## config.mk

```make
export PLATFORM = sky130hd
export DESIGN_NAME = mbff_head
export DESIGN_NICKNAME = d
export VERILOG_FILES = /design/src/rtl/mbff_pkg.sv /design/src/rtl/mbff_head.sv
export SDC_FILE = /design/constraint.sdc
export NUM_CORES = 1
export LEC_CHECK = 0
export BUFFER_PORTS_ARGS = -buffer_cell sky130_fd_sc_hd__buf_4
export CELL_PAD_IN_SITES_DETAIL_PLACEMENT = 0
export CELL_PAD_IN_SITES_GLOBAL_PLACEMENT = 1
export CORE_AREA = 2 2 153 155
export DETAILED_ROUTE_END_ITERATION = 6
export DIE_AREA = 0 0 155 157
export PLACE_DENSITY = 0.68
export SLEW_MARGIN = 20
export SYNTH_ARGS = -nofsm -noshare
export SYNTH_HDL_FRONTEND = slang
export SYNTH_SLANG_ARGS = --single-unit
```

## constraint.sdc

```tcl
create_clock -name vclk -period 5.37
set_input_delay 0.537 -clock vclk [all_inputs]
set_output_delay 0.537 -clock vclk [all_outputs]
set_load 0.02 [all_outputs]
```

## src/rtl/mbff_pkg.sv

```systemverilog
package mbff_pkg;

    localparam int NODE_W             = 24;
    localparam int OWNER_W            = 24;
    localparam int SIZE_W             = 4;
    localparam int SLOT_W             = 8;
    localparam int STATUS_W           = 3;
    localparam int IN_NODES           = 8;
    localparam int MAX_CORNERS        = 4;
    localparam int CORNER_W           = 3;
    localparam int DEF_TABLE_DEPTH    = 256;
    localparam int DEF_MAX_FACE_NODES = 8;

    typedef enum logic [1:0] {
        OP_INSERT = 2'd0,
        OP_READ   = 2'd1,
        OP_CLEAR  = 2'd2,
        OP_NONE   = 2'd3
    } opcode_t;

    typedef enum logic [STATUS_W-1:0] {
        ST_STORED    = 3'd0,
        ST_MATCHED   = 3'd1,
        ST_FULL      = 3'd2,
        ST_READ_OK   = 3'd3,
        ST_READ_MISS = 3'd4
    } status_t;

    typedef struct packed {
        logic shift;
        logic load;
    } cell_ctl_t;

    function automatic logic [CORNER_W-1:0] corner_count(input logic [SIZE_W-1:0] cnt);
        logic [CORNER_W-1:0] result;
        if (cnt > SIZE_W'(MAX_CORNERS)) begin
            result = cnt[SIZE_W-1:1];
        end else begin
            result = cnt[CORNER_W-1:0];
        end
        return result;
    endfunction

endpackage

```

## src/rtl/mbff_head.sv

```systemverilog
module mbff_head #(
    parameter int MAX_FACE_NODES = mbff_pkg::DEF_MAX_FACE_NODES
) (
    input  logic                                            enable,
    input  logic [MAX_FACE_NODES-1:0][mbff_pkg::NODE_W-1:0] head_nodes,
    input  logic [MAX_FACE_NODES-1:0][mbff_pkg::NODE_W-1:0] cand_nodes,
    input  logic [mbff_pkg::CORNER_W-1:0]                   ncorner,
    input  logic                                            outer_in,
    output logic                                            match,
    output logic                                            outer_out
);

    localparam int CORNERS = (MAX_FACE_NODES < mbff_pkg::MAX_CORNERS) ?
                             MAX_FACE_NODES : mbff_pkg::MAX_CORNERS;

    logic all_found;

    always_comb begin
        logic present;
        all_found = 1'b1;
        for (int k = 0; k < CORNERS; k++) begin
            present = 1'b0;
            for (int j = 0; j < CORNERS; j++) begin
                if ((mbff_pkg::CORNER_W'(j) < ncorner) && (head_nodes[j] == cand_nodes[k])) begin
                    present = 1'b1;
                end
            end
            if ((mbff_pkg::CORNER_W'(k) < ncorner) && !present) begin
                all_found = 1'b0;
            end
        end
    end

    assign match     = enable && outer_in && all_found;
    assign outer_out = outer_in && !match;

endmodule

```

* Word level (Yosys, flattened, before mapping)
Index checks and enable logic that the tools add are counted.
** Operators by class
- Magnitude comparators :: 4
- Equality and inequality tests :: 16
- Mux-type cells :: 20
- Reductions and logical operators :: 28
** Operators by type and width (number)
- 24-bit equality test :: 16
- 1-bit logical AND :: 23
- 1-bit 2-to-1 mux :: 20
- 1-bit by 3-bit less-than comparator with 1-bit output, first input constant :: 2
- 2-bit by 3-bit less-than comparator with 1-bit output, first input constant :: 2
- 1-bit zero test :: 5
** Storage, ports and cells
- Flip-flop bits (word level) :: 0
- Input bits :: 389
- Output and inout bits :: 2
- Logic and storage cells :: 68

* Logic depth before layout (Yosys ltp)
- Depth in word-level cells :: 15
- Gate-level depth with buffers :: 8
- Gate-level depth less buffers :: 7

* Worst setup path after synthesis
No wires, ideal clock.
- Kind :: input to output
- Start :: input head_nodes[27] (netlist bit)
- End :: output match
- Data arrival time :: 2.360 ns
- Data required time :: 4.833 ns
- Path slack :: 2.473 ns
- Stages on the path :: 8
- Path buffers :: 1
- Cell sequence :: clkbuf_1 -> xnor2_1 -> nand4_1 -> or4_1 -> nor4_1 -> a311o_1 -> o31ai_1 -> nor3_1
** On the way
- Longest elaborated chain between the ends :: 12
- Elaborated cells on any way between the ends :: 33
- Those cells by class :: eq/ne (4); mux (16); reduce/logical (13)
** Ends and longest elaborated chain
- start: declaration :: RTL line mbff_head.sv:5 : input logic [MAX_FACE_NODES-1:0][mbff_pkg::NODE_W-1:0] head_nodes,
- 24-bit equality test :: RTL line mbff_head.sv:24 : if ((mbff_pkg::CORNER_W'(j) < ncorner) && (head_nodes[j] == cand_nodes[k])) begin
- 1-bit logical AND :: RTL line mbff_head.sv:24
- 1-bit 2-to-1 mux (3 in a row) :: RTL line mbff_head.sv:24
- 1-bit zero test :: RTL line mbff_head.sv:28 : if ((mbff_pkg::CORNER_W'(k) < ncorner) && !present) begin
- 1-bit logical AND :: RTL line mbff_head.sv:28
- 1-bit 2-to-1 mux (3 in a row) :: RTL line mbff_head.sv:28
- 1-bit 2-to-1 mux (*) :: RTL line mbff_head.sv:28
- 1-bit logical AND (*) :: RTL line mbff_head.sv:34 : assign match = enable && outer_in && all_found;
- end: declaration :: RTL line mbff_head.sv:9 : output logic match,
Mark *: on every way between the ends. The rest lies on a longest branch, timed or not.

* Worst setup path after layout
- Start :: input cand_nodes[6] (netlist bit)
- End :: output outer_out
** On the way
- Longest elaborated chain between the ends :: 15
- Elaborated cells on any way between the ends :: 21
- Those cells by class :: eq/ne (4); mux (8); reduce/logical (9)
** Ends and longest elaborated chain
- start: declaration :: RTL line mbff_head.sv:6 : input logic [MAX_FACE_NODES-1:0][mbff_pkg::NODE_W-1:0] cand_nodes,
- 24-bit equality test :: RTL line mbff_head.sv:24
- 1-bit logical AND :: RTL line mbff_head.sv:24
- 1-bit 2-to-1 mux (3 in a row) :: RTL line mbff_head.sv:24
- 1-bit 2-to-1 mux (*) :: RTL line mbff_head.sv:24
- 1-bit zero test (*) :: RTL line mbff_head.sv:28
- 1-bit logical AND (*) :: RTL line mbff_head.sv:28
- 1-bit 2-to-1 mux (*) (4 in a row) :: RTL line mbff_head.sv:28
- 1-bit logical AND (*) :: RTL line mbff_head.sv:34
- 1-bit zero test (*) :: RTL line mbff_head.sv:35 : assign outer_out = outer_in && !match;
- 1-bit logical AND (*) :: RTL line mbff_head.sv:35
- end: declaration :: RTL line mbff_head.sv:10 : output logic outer_out
Marked as above.

==> impl_metrics.tcl <==
set metrics [dict create \
    cp-start-kind "input port" \
    rsz0062_at_grt "no" \
    initial_core_util_pct 19.6 \
    numPortBuffers 199 \
    fin_cells 1014 \
    globalRoute.totalOverflow 0 \
    ys_types 21 \
    postCtsResizedCells 0 \
    drt-wirelength-per-cell_um 28.8 \
    synth_top_family_by_area "XOR/XNOR gates" \
    grt_max_degree 9 \
    avgSynthCellArea_sq_um 7.73 \
    synth-adder-area-share_pct 0 \
    num_rows 55 \
    min_path_type "input port to output port" \
    fmax_mhz 278 \
    cp-end-kind "output port" \
    design.seq.count 0 \
    post-synth-top-count-cell "xnor2_1" \
    regArea_sq_um 0 \
    yosysSeqAreaShare_pct 0 \
    drv_slew 0 \
    setup_tns_ns 0 \
    ios 391 \
    place_inst 1013 \
    drtIter0Drc 534 \
    hold_viol 0 \
    synthTopCellsByCount "209 x xnor2_1, 174 x xor2_1, 56 x nand4_1" \
    post-route-period-util_pct 67.0 \
    drive_gt1_share_pct 27.3 \
    synth_compound_area_share_pct 1.96 \
    grt_pass1_vias 5097 \
    min_from "outer_in" \
    netlist_area_sq_um 4410 \
    arrival_ns 3.06 \
    cp.required_ns 4.83 \
    routed_via_density 4.87 \
    drtAntennaViolNets 0 \
    min_period_ns 3.60 \
    antenna_found_initial 2 \
    post_cts_buffers 0 \
    worstSetupPathType "input port to output port" \
    die_h_um 157 \
    crit_fanout 4 \
    routed_wl_um 29200 \
    layout-area-overhead-vs-synth_pct 38.4 \
    via_count 4941 \
    status "finished clean" \
    layout.nets 1119 \
    cts_hold_buffers 0 \
    syn_nets 959 \
    hpwlAfterDp_um 26700 \
    yosys-top-cells-area "xnor2_1 42%, xor2_1 35%, nand4_1 8.0%" \
    gp_congestion 1.01 \
    fin_util_pct 27.1 \
    synthMuxAreaShare_pct 0 \
    cap_violations 0 \
    first_pass_iters 5 \
    gr-usage-all-layers_pct 23.1 \
    core_sq_um 22500 \
    worst_pin_slew_ns 0.917 \
    slew_headroom_pct 38.3 \
    die_area_sq_um 24300 \
    route.detailed.drc 0 \
    final-setup-viol-count 0 \
    crit_start "cand_nodes[6]" \
    syn_inst 570 \
    synthSimpleGateAreaFrac_pct 18.2 \
    synth_area_leader_cell "xnor2_1" \
    die_x_um 155 \
    grt_pass1_wl_um 38700 \
    synth_xor_area_share_pct 76.1 \
    ys_warn_count 0 \
    yosysTopAreaCellShare_pct 41.5 \
    n_clock_buffer 0 \
]
[through the flow]
step / hold WS [ns] / cell area [sq um] / worst slack (ns)
5_1_grt: 1.45 / 6100 / 1.73
3_3_place_gp: 1.42 / 6100 / 1.79
4_1_cts: 1.42 / 6100 / 1.80
2_1_floorplan: 1.22 / 4410 / 2.47
6_report: 1.42 / 6100 / 1.77
3_5_place_dp: 1.42 / 6100 / 1.80
[worst paths after layout]
path                   endpoint  cells past startpoint
worst min-delay path  outer_out                      3
worst max-delay path  outer_out                      9
[cells in the final DEF, fill, tap and decap left out, drive strengths merged]
cell,count
buf,199
a311o,1
nand4,56
nand2,1
nand3,12
o32ai,1
a31oi,1
o31a,1
nor3,12
or4,1
diode,1
nor4,51
o311ai,1
inv,1
xnor2,209
a21oi,2
o41ai,1
xor2,174
o31ai,2
o21ai,2
[critical path: stages]
cell     delay, ns
buf_4         0.14
xnor2_1       0.27
nand4_1       0.26
or4_1         0.60
nor4_1        0.51
a311o_1       0.19
o31ai_1       0.12
o31a_1        0.28
buf_4         0.16
[cell families after synthesis]
kind of cell,count (synthesis)
AND/OR/NAND/NOR,133
buffers and inverters,42
XOR/XNOR,383
AO/OA/AOI/OAI,12
[routing by layer]
metal | vias to the layer above | GRT usage, % | part of all wire, %
met1 | 2362 | 33.2 | 46
met4 | 2 | 2.03 | 1.1
li1 | 2254 | - | -
met3 | 22 | 4.46 | 8.6
met2 | 301 | 36.8 | 44
met5 | - | 0 | 0.041
[area by class of cell]
class,instances,area [sq um]
timing repair buffer,199,1490
tap,285,357
multi-input combinational,528,4240
antenna,1,2.50
fill,2524,16400
inverter,1,3.75
